$ cat config.mk
export PLATFORM = sky130hd
export DESIGN_NAME = adaptive_step_size_controller
export DESIGN_NICKNAME = d
export VERILOG_FILES = /design/src/assc_pkg.sv /design/src/adaptive_step_size_controller.sv /design/src/assc_step_unit.sv /design/src/assc_divider.sv
export SDC_FILE = /design/constraint.sdc
export NUM_CORES = 1
export LEC_CHECK = 0
export ABC_AREA = 0
export BUFFER_PORTS_ARGS = -buffer_cell sky130_fd_sc_hd__buf_2
export CAP_MARGIN = 15
export CORE_MARGIN = 2
export CORE_UTILIZATION = 56
export CTS_BUF_LIST = sky130_fd_sc_hd__clkbuf_16
export DETAILED_ROUTE_END_ITERATION = 7
export PLACE_DENSITY = 0.88
export SYNTH_ARGS = -nofsm -noshare
export SYNTH_HDL_FRONTEND = slang
export SYNTH_SLANG_ARGS = --single-unit
export TNS_END_PERCENT = 100
$ cat constraint.sdc
create_clock -name clk -period 5.2 [get_ports clk]
set_clock_uncertainty 0.05 [all_clocks]
set_input_delay 1.04 -clock clk [delete_from_list [all_inputs] [get_ports clk]]
set_output_delay 1.04 -clock clk [all_outputs]
set_load 0.005 [all_outputs]
$ cat src/assc_pkg.sv
// ----------------------------------------------------------------------------
// assc_pkg: shared types and constants of the adaptive step size controller
// Field widths, register indexes, reset values and output limits.
// ----------------------------------------------------------------------------
package assc_pkg;

    // Field widths.
    localparam int STEP_W     = 31;
    localparam int VALUE_W    = 32;
    localparam int OSC_W      = 16;
    localparam int THR_W      = 8;
    localparam int CFG_IDX_W  = 3;
    localparam int CFG_DATA_W = 31;

    // Register indexes of the configuration port.
    localparam logic [CFG_IDX_W-1:0] REG_INITIAL_STEP = 3'd0;
    localparam logic [CFG_IDX_W-1:0] REG_INC_THRESH   = 3'd1;
    localparam logic [CFG_IDX_W-1:0] REG_MIN_STEP     = 3'd2;
    localparam logic [CFG_IDX_W-1:0] REG_MAX_STEP     = 3'd3;
    localparam logic [CFG_IDX_W-1:0] REG_REL_MODE     = 3'd4;

    // Register reset values.
    localparam logic [STEP_W-1:0] INIT_STEP_RST = 31'd65536;
    localparam logic [THR_W-1:0]  INC_THRESH_RST = 8'd4;
    localparam logic [STEP_W-1:0] MIN_STEP_RST  = 31'd1;
    localparam logic [STEP_W-1:0] MAX_STEP_RST  = 31'h7FFF_FFFF;

    // Width of the signed additive output range, at most 32 bits.
    localparam int STEP_WIDTH = 32;
    localparam int SAT_BITS   = (STEP_WIDTH < 32) ? STEP_WIDTH : 32;
    localparam logic [VALUE_W:0] SAT_HI  = 33'((64'd1 << (SAT_BITS - 1)) - 64'd1);
    localparam logic [VALUE_W:0] SAT_NEG = SAT_HI + 33'd1;

    // Upper limit of a relative factor.
    localparam logic [VALUE_W:0] FACTOR_MAX = 33'h0_7FFF_FFFF;

    // Limits that shape the step size update.
    typedef struct packed {
        logic [THR_W-1:0]  inc_thresh;
        logic [STEP_W-1:0] step_floor;
        logic [STEP_W-1:0] step_ceil;
    } assc_cfg_t;

endpackage

$ cat src/adaptive_step_size_controller.sv
// Flow: an accepted transaction passes through S_LOAD, then S_DIV in relative
// mode with a downward direction, then S_HOLD until the output register is free.
// in_stall holds off a new transaction until the last one has left S_HOLD; the
// bit-serial divider in S_DIV produces one quotient bit per cycle.
// Reset: asynchronous, active low; registers take their reset values and the
// step size starts at 65536.
// ----------------------------------------------------------------------------
// adaptive_step_size_controller: doubling and halving step size controller
// Configuration registers, sequencing, result formatting and output register.
// ----------------------------------------------------------------------------
module adaptive_step_size_controller
    import assc_pkg::*;
#(
    parameter int FRAC_BITS       = 16,
    parameter int RUN_COUNT_WIDTH = 8
)
(
    input  logic                  clk,
    input  logic                  rst_n,
    input  logic                  cfg_we,
    input  logic [CFG_IDX_W-1:0]  cfg_index,
    input  logic [CFG_DATA_W-1:0] cfg_data,
    input  logic                  in_valid,
    output logic                  in_stall,
    input  logic                  direction_up,
    output logic                  out_valid,
    input  logic                  out_stall,
    output logic signed [VALUE_W-1:0] step_value,
    output logic [STEP_W-1:0]     current_step,
    output logic [OSC_W-1:0]      oscillation_count
);

    typedef enum logic [3:0] {
        S_IDLE = 4'b0001,
        S_LOAD = 4'b0010,
        S_DIV  = 4'b0100,
        S_HOLD = 4'b1000
    } assc_state_t;

    assc_state_t state_reg, state_next;

    assc_cfg_t         cfg_reg;
    logic              rel_mode_reg;
    logic              up_reg;

    logic              out_valid_reg;
    logic [VALUE_W-1:0] value_reg;
    logic [STEP_W-1:0] cur_step_reg;
    logic [OSC_W-1:0]  osc_out_reg;

    logic              accept;
    logic              out_free;
    logic              reload;
    logic              div_start;
    logic              div_done;
    logic [FRAC_BITS:0] quotient;
    logic [STEP_W-1:0] step_now;
    logic [OSC_W-1:0]  osc_now;
    logic [VALUE_W:0]  mag;
    logic [VALUE_W:0]  factor;
    logic [VALUE_W:0]  signed_ext;
    logic [VALUE_W-1:0] value_w;

    assign in_stall = (state_reg != S_IDLE);
    assign accept   = in_valid && !in_stall;
    assign out_free = !out_valid_reg || !out_stall;
    assign reload   = cfg_we && (cfg_index == REG_INITIAL_STEP);

    // Configuration registers.
    always_ff @(posedge clk or negedge rst_n)
    begin
        if (!rst_n)
        begin
            cfg_reg.inc_thresh <= INC_THRESH_RST;
            cfg_reg.step_floor <= MIN_STEP_RST;
            cfg_reg.step_ceil  <= MAX_STEP_RST;
            rel_mode_reg       <= 1'b0;
        end
        else if (cfg_we)
        begin
            case (cfg_index)
                REG_INC_THRESH: cfg_reg.inc_thresh <= cfg_data[THR_W-1:0];
                REG_MIN_STEP:   cfg_reg.step_floor <= cfg_data;
                REG_MAX_STEP:   cfg_reg.step_ceil  <= cfg_data;
                REG_REL_MODE:   rel_mode_reg       <= cfg_data[0];
                default:        ;
            endcase
        end
    end

    // Step size state.
    assc_step_unit #(
        .RUN_COUNT_WIDTH (RUN_COUNT_WIDTH)
    ) u_step (
        .clk        (clk),
        .rst_n      (rst_n),
        .reload     (reload),
        .init_value (cfg_data),
        .cfg        (cfg_reg),
        .fire       (accept),
        .dir_up     (direction_up),
        .step_now   (step_now),
        .osc_now    (osc_now)
    );

    // Reciprocal for the downward relative factor.
    assign div_start = (state_reg == S_LOAD) && rel_mode_reg && !up_reg;

    assc_divider #(
        .FRAC_BITS (FRAC_BITS)
    ) u_div (
        .clk      (clk),
        .rst_n    (rst_n),
        .start    (div_start),
        .step     (step_now),
        .done     (div_done),
        .quotient (quotient)
    );

    // Result formatting; the quotient stays well below the factor limit.
    always_comb
    begin
        mag    = {2'b00, step_now};
        factor = (33'(1) << FRAC_BITS) + mag;
        if (up_reg)
        begin
            signed_ext = (mag > SAT_HI) ? SAT_HI : mag;
        end
        else
        begin
            signed_ext = (mag > SAT_NEG) ? (33'd0 - SAT_NEG) : (33'd0 - mag);
        end

        if (!rel_mode_reg)
        begin
            value_w = signed_ext[VALUE_W-1:0];
        end
        else if (up_reg)
        begin
            value_w = (factor > FACTOR_MAX) ? FACTOR_MAX[VALUE_W-1:0] : factor[VALUE_W-1:0];
        end
        else
        begin
            value_w = VALUE_W'(quotient);
        end
    end

    // Sequencer.
    always_comb
    begin
        state_next = state_reg;
        case (state_reg)
            S_IDLE:
            begin
                if (accept)
                begin
                    state_next = S_LOAD;
                end
            end
            S_LOAD:
            begin
                state_next = div_start ? S_DIV : S_HOLD;
            end
            S_DIV:
            begin
                if (div_done)
                begin
                    state_next = S_HOLD;
                end
            end
            S_HOLD:
            begin
                if (out_free)
                begin
                    state_next = S_IDLE;
                end
            end
            default:
            begin
                state_next = S_IDLE;
            end
        endcase
    end

    always_ff @(posedge clk or negedge rst_n)
    begin
        if (!rst_n)
        begin
            state_reg     <= S_IDLE;
            out_valid_reg <= 1'b0;
        end
        else
        begin
            state_reg <= state_next;
            if ((state_reg == S_HOLD) && out_free)
            begin
                out_valid_reg <= 1'b1;
            end
            else if (out_valid_reg && !out_stall)
            begin
                out_valid_reg <= 1'b0;
            end
        end
    end

    // Direction of the transaction in flight.
    always_ff @(posedge clk)
    begin
        if (accept)
        begin
            up_reg <= direction_up;
        end
    end

    // Output register.
    always_ff @(posedge clk)
    begin
        if ((state_reg == S_HOLD) && out_free)
        begin
            value_reg    <= value_w;
            cur_step_reg <= step_now;
            osc_out_reg  <= osc_now;
        end
    end

    assign out_valid         = out_valid_reg;
    assign step_value        = value_reg;
    assign current_step      = cur_step_reg;
    assign oscillation_count = osc_out_reg;

endmodule

$ cat src/assc_step_unit.sv
// ----------------------------------------------------------------------------
// assc_step_unit: step size state and its update rule
// Holds the step size, run count, previous direction and oscillation count,
// and applies halving on reversal or doubling after a long run.
// ----------------------------------------------------------------------------
module assc_step_unit
    import assc_pkg::*;
#(
    parameter int RUN_COUNT_WIDTH = 8
)
(
    input  logic              clk,
    input  logic              rst_n,
    input  logic              reload,
    input  logic [STEP_W-1:0] init_value,
    input  assc_cfg_t         cfg,
    input  logic              fire,
    input  logic              dir_up,
    output logic [STEP_W-1:0] step_now,
    output logic [OSC_W-1:0]  osc_now
);

    localparam int CMP_W = (RUN_COUNT_WIDTH > THR_W) ? RUN_COUNT_WIDTH : THR_W;
    localparam logic [RUN_COUNT_WIDTH-1:0] RUN_MAX = '1;
    localparam logic [OSC_W-1:0]           OSC_MAX = '1;

    logic [STEP_W-1:0]          step_reg, step_next;
    logic [RUN_COUNT_WIDTH-1:0] run_reg, run_next;
    logic                       last_reg;
    logic [OSC_W-1:0]           osc_reg, osc_next;

    logic                       first_item;
    logic                       reversal;
    logic                       osc_hit;
    logic [RUN_COUNT_WIDTH-1:0] run_adv;
    logic [STEP_W-1:0]          step_half;
    logic [STEP_W:0]            step_dbl;

    // Update rule for one transaction.
    always_comb
    begin
        first_item = (run_reg == '0);
        reversal   = (dir_up != last_reg);
        osc_hit    = 1'b0;
        step_half  = step_reg >> 1;
        step_dbl   = {step_reg, 1'b0};
        step_next  = step_reg;

        if (reversal)
        begin
            run_adv = RUN_COUNT_WIDTH'(1);
        end
        else if (run_reg < RUN_MAX)
        begin
            run_adv = run_reg + RUN_COUNT_WIDTH'(1);
        end
        else
        begin
            run_adv = run_reg;
        end
        run_next = run_adv;

        if (reversal && !first_item)
        begin
            if (step_reg == cfg.step_floor)
            begin
                osc_hit = 1'b1;
            end
            else if (step_half < cfg.step_floor)
            begin
                step_next = cfg.step_floor;
            end
            else
            begin
                step_next = step_half;
            end
        end
        else if ((CMP_W'(run_adv) >= CMP_W'(cfg.inc_thresh)) && (step_reg < cfg.step_ceil))
        begin
            if (step_dbl > {1'b0, cfg.step_ceil})
            begin
                step_next = cfg.step_ceil;
            end
            else
            begin
                step_next = step_dbl[STEP_W-1:0];
            end
            run_next = run_adv >> 1;
        end

        if (!osc_hit)
        begin
            osc_next = '0;
        end
        else if (osc_reg < OSC_MAX)
        begin
            osc_next = osc_reg + OSC_W'(1);
        end
        else
        begin
            osc_next = osc_reg;
        end
    end

    // State registers; a write of the initial step reloads everything.
    always_ff @(posedge clk or negedge rst_n)
    begin
        if (!rst_n)
        begin
            step_reg <= INIT_STEP_RST;
            run_reg  <= '0;
            last_reg <= 1'b0;
            osc_reg  <= '0;
        end
        else if (reload)
        begin
            step_reg <= init_value;
            run_reg  <= '0;
            last_reg <= 1'b0;
            osc_reg  <= '0;
        end
        else if (fire)
        begin
            step_reg <= step_next;
            run_reg  <= run_next;
            last_reg <= dir_up;
            osc_reg  <= osc_next;
        end
    end

    assign step_now = step_reg;
    assign osc_now  = osc_reg;

endmodule

$ cat src/assc_divider.sv
// ----------------------------------------------------------------------------
// assc_divider: bit-serial reciprocal of the relative factor
// Restoring division of 1.0 squared plus half the divisor by 1.0 plus the
// step, giving one quotient bit per cycle.
// ----------------------------------------------------------------------------
module assc_divider
    import assc_pkg::*;
#(
    parameter int FRAC_BITS = 16
)
(
    input  logic              clk,
    input  logic              rst_n,
    input  logic              start,
    input  logic [STEP_W-1:0] step,
    output logic              done,
    output logic [FRAC_BITS:0] quotient
);

    localparam int DEN_W = STEP_W + 1;
    localparam int Q_W   = FRAC_BITS + 1;
    localparam int NUM_W = (2 * FRAC_BITS + 2 > DEN_W) ? 2 * FRAC_BITS + 2 : DEN_W;
    localparam int CNT_W = $clog2(Q_W + 1);

    logic [DEN_W-1:0] den_reg;
    logic [DEN_W-1:0] rem_reg;
    logic [Q_W-1:0]   num_reg;
    logic [Q_W-1:0]   quo_reg;
    logic [CNT_W-1:0] cnt_reg;
    logic             busy_reg;

    logic [DEN_W-1:0] den_w;
    logic [NUM_W-1:0] num_w;
    logic [DEN_W:0]   trial;
    logic             fits;

    // Divisor and rounded numerator from the step size.
    always_comb
    begin
        den_w = (DEN_W'(1) << FRAC_BITS) + DEN_W'(step);
        num_w = (NUM_W'(1) << (2 * FRAC_BITS)) + NUM_W'(den_w >> 1);
        trial = {rem_reg, num_reg[Q_W-1]};
        fits  = (trial >= {1'b0, den_reg});
    end

    // Busy flag and bit counter.
    always_ff @(posedge clk or negedge rst_n)
    begin
        if (!rst_n)
        begin
            busy_reg <= 1'b0;
            cnt_reg  <= '0;
        end
        else if (start)
        begin
            busy_reg <= 1'b1;
            cnt_reg  <= CNT_W'(Q_W);
        end
        else if (busy_reg)
        begin
            cnt_reg <= cnt_reg - CNT_W'(1);
            if (cnt_reg == CNT_W'(1))
            begin
                busy_reg <= 1'b0;
            end
        end
    end

    // Shift and subtract datapath; the upper numerator bits preload the
    // remainder because the quotient never exceeds one plus the fraction.
    always_ff @(posedge clk)
    begin
        if (start)
        begin
            den_reg <= den_w;
            rem_reg <= DEN_W'(num_w >> Q_W);
            num_reg <= num_w[Q_W-1:0];
            quo_reg <= '0;
        end
        else if (busy_reg)
        begin
            rem_reg <= fits ? DEN_W'(trial - {1'b0, den_reg}) : trial[DEN_W-1:0];
            num_reg <= num_reg << 1;
            quo_reg <= {quo_reg[Q_W-2:0], fits};
        end
    end

    assign done     = busy_reg && (cnt_reg == CNT_W'(1));
    assign quotient = quo_reg;

endmodule
== Yosys cells after proc, flatten, opt, wreduce, memory -nomap -nowiden ==
Index checks and enable logic that the tools add are counted.

* Register bits after elaboration: 316
* Input bits: 40
* Output and inout bits: 81
* Logic and storage cells: 124

* Add/subtract/negate cells: 8
* Order comparisons: 8
* Equality and inequality tests: 17
* Multiplexer cells: 42
* Reductions and logical operators: 28

{| class="wikitable"
|+ Operator list
! cell !! count
|-
| $mux W31 || 7
|-
| $mux W32 || 5
|-
| $mux W17 || 4
|-
| $add A17 B31 Y32 const A || 2
|-
| $mux W16 || 4
|-
| $mux W8 || 6
|-
| $add A33 B31 Y34 const A || 1
|-
| $ge A33 B32 Y1 || 1
|-
| $gt A32 B31 Y1 || 1
|-
| $gt A32 B31 Y1 const B || 1
|-
| $sub A1 B31 Y32 const A || 1
|-
| $sub A32 B32 Y32 || 1
|-
| $eq A31 B31 Y1 || 1
|-
| $lt A30 B31 Y1 || 1
|-
| $lt A31 B31 Y1 || 1
|-
| $add A16 B1 Y16 const B || 1
|-
| $lt A16 B16 Y1 const B || 1
|-
| $mux W4 || 4
|-
| $pmux W4 S4 || 1
|-
| $mux W5 || 2
|-
| $reduce_and A2 Y1 || 5
|-
| $logic_and A1 B1 Y1 || 9
|-
| $mux W1 || 9
|-
| $add A8 B1 Y8 const B || 1
|-
| other kinds (22) || 33
|}

== Longest topological paths before layout ==
* Word-level depth: 9
* Mapped depth: 16
* Mapped depth without buffers: 15

== Modules after synthesis ==
A second synthesis with hierarchy kept.

* Cell total of the unflattened synthesis: 1981
* Area, all modules: 19478.7 um^2

{| class="wikitable"
|+ By module, submodules not included
! module !! times used !! cells an instance !! area an instance (um^2) !! seq. area each (um^2)
|-
| adaptive_step_size_controller || 1 || 543 || 6975.4 || 4346.7
|-
| assc_step_unit || 1 || 801 || 6302.3 || 1402.6
|-
| assc_divider || 1 || 637 || 6200.9 || 2772.7
|}

== Worst setup path after synthesis ==
Ideal clock, no wire load.

* Kind: register -> register
* From: register state_reg[1]
* To: register cur_step_reg[0], in the netlist current_step[0], enable pin
* Setup time: 0.542 ns
* Arrival: 4.935 ns
* Required time: 4.608 ns
* Setup slack: -0.327 ns
* Stages on the path, launching flop included: 3
* Path buffers: 0
* Period minus slack after synthesis: 5.527 ns
* Cells stage by stage: dfrtp_1 or4b_2 a21oi_1

* Word-level cells in the longest chain between the ends: 2

{| class="wikitable"
|+ Ends and longest elaborated chain
! item !! RTL line !! text
|-
| start, declared || adaptive_step_size_controller.sv:40 || <nowiki>assc_state_t state_reg, state_next;</nowiki>
|-
| start signal, assigned || adaptive_step_size_controller.sv:194 || <nowiki>state_reg <= state_next;</nowiki>
|-
| $eq A4 B4 Y1 || adaptive_step_size_controller.sv:218 || <nowiki>if ((state_reg == S_HOLD) && out_free)</nowiki>
|-
| $logic_and A1 B1 Y1 || adaptive_step_size_controller.sv:218 ||
|-
| end signal, assigned || adaptive_step_size_controller.sv:221 || <nowiki>cur_step_reg <= step_now;</nowiki>
|-
| end, declared || adaptive_step_size_controller.sv:48 || <nowiki>logic [STEP_W-1:0] cur_step_reg;</nowiki>
|}

No other way between the ends.
A chain may end at the register's enable or synchronous reset.

== Final worst setup path ==
* From: input direction_up
* To: register u_step.step_reg[18], in the netlist u_step.step_now[18]

* Word-level cells in the longest chain between the ends: 6
* Elaborated cells between the ends (all ways): 11
* Classes of those cells: order compare: 1; eq/ne: 2; mux: 4; reduce/logical: 4

{| class="wikitable"
|+ Ends and longest elaborated chain
! item !! RTL line !! text
|-
| start, declared || adaptive_step_size_controller.sv:25 || <nowiki>input logic direction_up,</nowiki>
|-
| $ne A1 B1 Y1 * || assc_step_unit.sv:43 || <nowiki>reversal = (dir_up != last_reg);</nowiki>
|-
| $mux W8 || assc_step_unit.sv:49 || <nowiki>if (reversal)</nowiki>
|-
| $ge A8 B8 Y1 || assc_step_unit.sv:78 || <nowiki>else if ((CMP_W'(run_adv) >= CMP_W'(cfg.inc_thresh)) && (step_reg < cfg.step_ceil))</nowiki>
|-
| $logic_and A1 B1 Y1 || assc_step_unit.sv:78 ||
|-
| $reduce_bool A3 Y1 (no line) || -- ||
|-
| $reduce_and A3 Y1 (no line) || -- ||
|-
| end signal, assigned || assc_step_unit.sv:117 || <nowiki>step_reg <= init_value;</nowiki>
|-
| end signal, assigned || assc_step_unit.sv:124 || <nowiki>step_reg <= step_next;</nowiki>
|-
| end, declared || assc_step_unit.sv:27 || <nowiki>logic [STEP_W-1:0] step_reg, step_next;</nowiki>
|}

Every way passes the cells marked *; elsewhere a longest branch is shown, timed or not. The select of a mux whose other input is x is not followed.

==> reports/metrics.cfg <==
[outcome]
outcome=finished clean

[yosys]
synthFlopType=edfxtp_1
synth-seq-cells=316
synth_enable_flop_cells=146
seq_area_frac_synth=0.4471
async_flop_share=0.4367
yosys_warnings=0
synth_area_mm2=0.01906
synth_top_area_cell=edfxtp_1
synth_area_leaders=edfxtp_1, dfrtp_1, ha_1
syn_nets=2104
syn-instance-count=1926
synth_cell_types=83
synth_top_area_frac=0.2300
syn_area_per_cell_um2=9.896

[setup_path]
cpMaxStageDelayCell=a21boi_4
rr_worst_depth=11
cp.depth=12
crit_chain=buf_2, xor2_1, a211oi_1, ha_1, o21ai_0, a221oi_1, o211a_1, o41a_1, nand2_2, a21boi_4, buf_16, mux2_2
cp_top_family=compound AO/OA/AOI/OAI gates
path_class=in -> reg
path_max_fanout=17
cp.required_ns=5.55
cp_slowest_stage_delay_ns=0.65
crit_path_start_kind=primary input
crit_arrival_ns=4.42
crit_buf_inv=2
end_kind=flop

[clock_tree]
clock_sinks=316
htree_levels=2
postCtsHoldBufs=0
tritoncts=built
cts_resized=0
insertion_delay_ns=0.53
cts_setup_buffers=0
clkSlewWorstSetupHoldPaths_ns=0.06
cts_buffer_depth=3
cts_root_buf=clkbuf_16
cts_made_buffers=35

[power_and_ir_drop]
vdd_drop_max_v=0.0003147
p_leak_nw=9.154
power_density_mw_per_mm2=583.5

[layout]
syn_to_final_growth_pct=12.22
antennaDiodeCount=0
multi_input_area_mm2=0.009647
drive_gt1_frac=0.1658
design_area_mm2=0.02139
nNetsFinal=2196
ff_latch_area_mm2=0.008523
fill_cells=2591
fin_util=0.6379
largest_reg_flops=70

[route]
via_per_inst=6.252
firstDrtPassIters=7
drt_iter0_drc=1448
antenna_left=0
vias=15590
wirelength_mm=51.45
drc=0
wl_per_cell_um=20.64

[place]
place_congestion=0.9317
portBuffers=120
dpl.hpwl_mm=35.74
placedInstanceArea_mm2=0.02007
dp_slack_ns=0.4501

[sta]
slew_violations=0
fmaxAchievable_mhz=245.7
fin_crit_ns=4.071
fin_crit_sh=0.7828
maxSlewHeadroom=0.3332
final_hold_viol_count=0
holdWs_ns=0.4316
tightestPinTransition_ns=0.9965
tns_ns=0
rsz0062_at_grt=no
setup_violations=0
setup_slack_ns=1.129

[global_routing]
grt_pass1_vias=15080
grt_start_max_net_pins=100
grt_pass1_wl_mm=80.96
antenna_found_initial=0
grt_usage=0.2853
grt_remaining_overflow=0

[job]
maxCapViolations=0

[worst_hold_path]
holdCritPathClass=reg -> reg
hold_path_depth=2

[floorplanning]
core-area_mm2=0.03353
ioPinCount=121
rows=67
fp.dieW_um=188.5
die_height_um=188.5
dieArea_mm2=0.03553
initial_core_util=0.5684

[worst register-to-register path, delay by kind of cell (launching register included)]
| kind | cells | cell delay [ns] |
|---|---|---|
| and+or+nand+nor | 1 | 0.62 |
| adders and majority gates | 1 | 0.37 |
| muxes | 2 | 0.53 |
| buffers and inverters | 1 | 0.39 |
| DFF | 1 | 0.73 |
| AOI/OAI and AO/OA | 6 | 1.26 |
[cell type report]
| class | count | area share |
|---|---|---|
| multi-input cells | 1379 | 0.4510 |
| flip-flops and latches | 316 | 0.3985 |
| repair buffers | 158 | 0.04428 |
| clock buffers | 36 | 0.04212 |
| well taps | 448 | 0.02621 |
| inverters | 128 | 0.02246 |
| clock inverters | 28 | 0.01544 |
[cells in the mapped netlist, types with 10 or more instances]
master,count
mux2i_1,91
xor2_1,29
nand4_1,31
nand3_1,48
nand3b_1,12
a31oi_1,24
buf_2,18
and3_1,19
a211oi_1,14
mux2_2,64
a21oi_1,108
nand2_1,216
nor3_1,28
nor2b_1,11
xnor2_1,64
edfxtp_1,146
dfrtp_1,103
o211ai_1,16
ha_1,137
nand2b_1,16
or3_1,13
buf_1,10
o221ai_1,30
dfstp_2,35
nor2_1,130
dfxtp_1,32
o21ai_0,130
inv_1,127
clkbuf_1,69
a21o_1,35
[final timing paths]
path	slack [ns]	from	end
max	1.13	direction_up	u_step.step_now[18]
min	0.43	u_div.rem_reg[31]	u_div.rem_reg[31]
max reg2reg	1.13	u_step.step_now[24]	u_step.step_now[17]
min reg2reg	0.43	u_div.rem_reg[31]	u_div.rem_reg[31]
max in group asynchronous	3.40	rst_n	cfg_reg[16]
min in group asynchronous	0.57	rst_n	u_step.osc_now[15]
[kinds of logic after synthesis]
logic type / after synthesis / synth area share
AND/OR/NAND/NOR: 564 / 0.1413
AO/OA/AOI/OAI: 427 / 0.1419
flip-flops: 316 / 0.4471
buffers and inverters: 231 / 0.04910
multiplexers: 157 / 0.08678
adder cells (fa/ha/maj): 138 / 0.09099
XOR/XNOR: 93 / 0.04274
[layout by cell type, fill, tap and decap left out, types with 14 or more instances in the layout]
master	n
a211oi_1	14
a21o_1	35
a21oi_1	107
a31oi_1	24
and3_1	19
buf_2	119
buf_4	34
clkbuf_16	36
dfrtp_1	102
dfstp_2	35
dfxtp_1	32
edfxtp_1	146
ha_1	137
inv_1	130
mux2_2	64
mux2i_1	91
nand2_1	216
nand2b_1	16
nand3_1	48
nand4_1	31
nor2_1	129
nor3_1	28
o211ai_1	16
o21ai_0	130
o221ai_1	30
xnor2_1	64
xor2_1	29
[metrics by stage]
stage          power (W)  cells
2_1_floorplan   0.008066   1926
3_3_place_gp    0.009339   2425
3_5_place_dp    0.009606   2425
4_1_cts          0.01233   2489
5_1_grt          0.01318   2493
6_report         0.01248   2493
[report_power, final]
group	switching, W	total, W	internal, W
registers	0.000738	0.00412	0.00338
clock network	0.00104	0.00266	0.00161
logic	0.00332	0.00570	0.00238
total	0.00510	0.0125	0.00738
[metal layers]
metal,part of all wire,GRT usage,routed length (um),vias up
li1,-,-,-,7134
met1,0.39,0.3731,20220,7474
met2,0.48,0.4654,24510,797
met3,0.080,0.03986,4113,181
met4,0.051,0.1454,2599,0
met5,0,0,0,-
(Power assumes the default switching activity.)
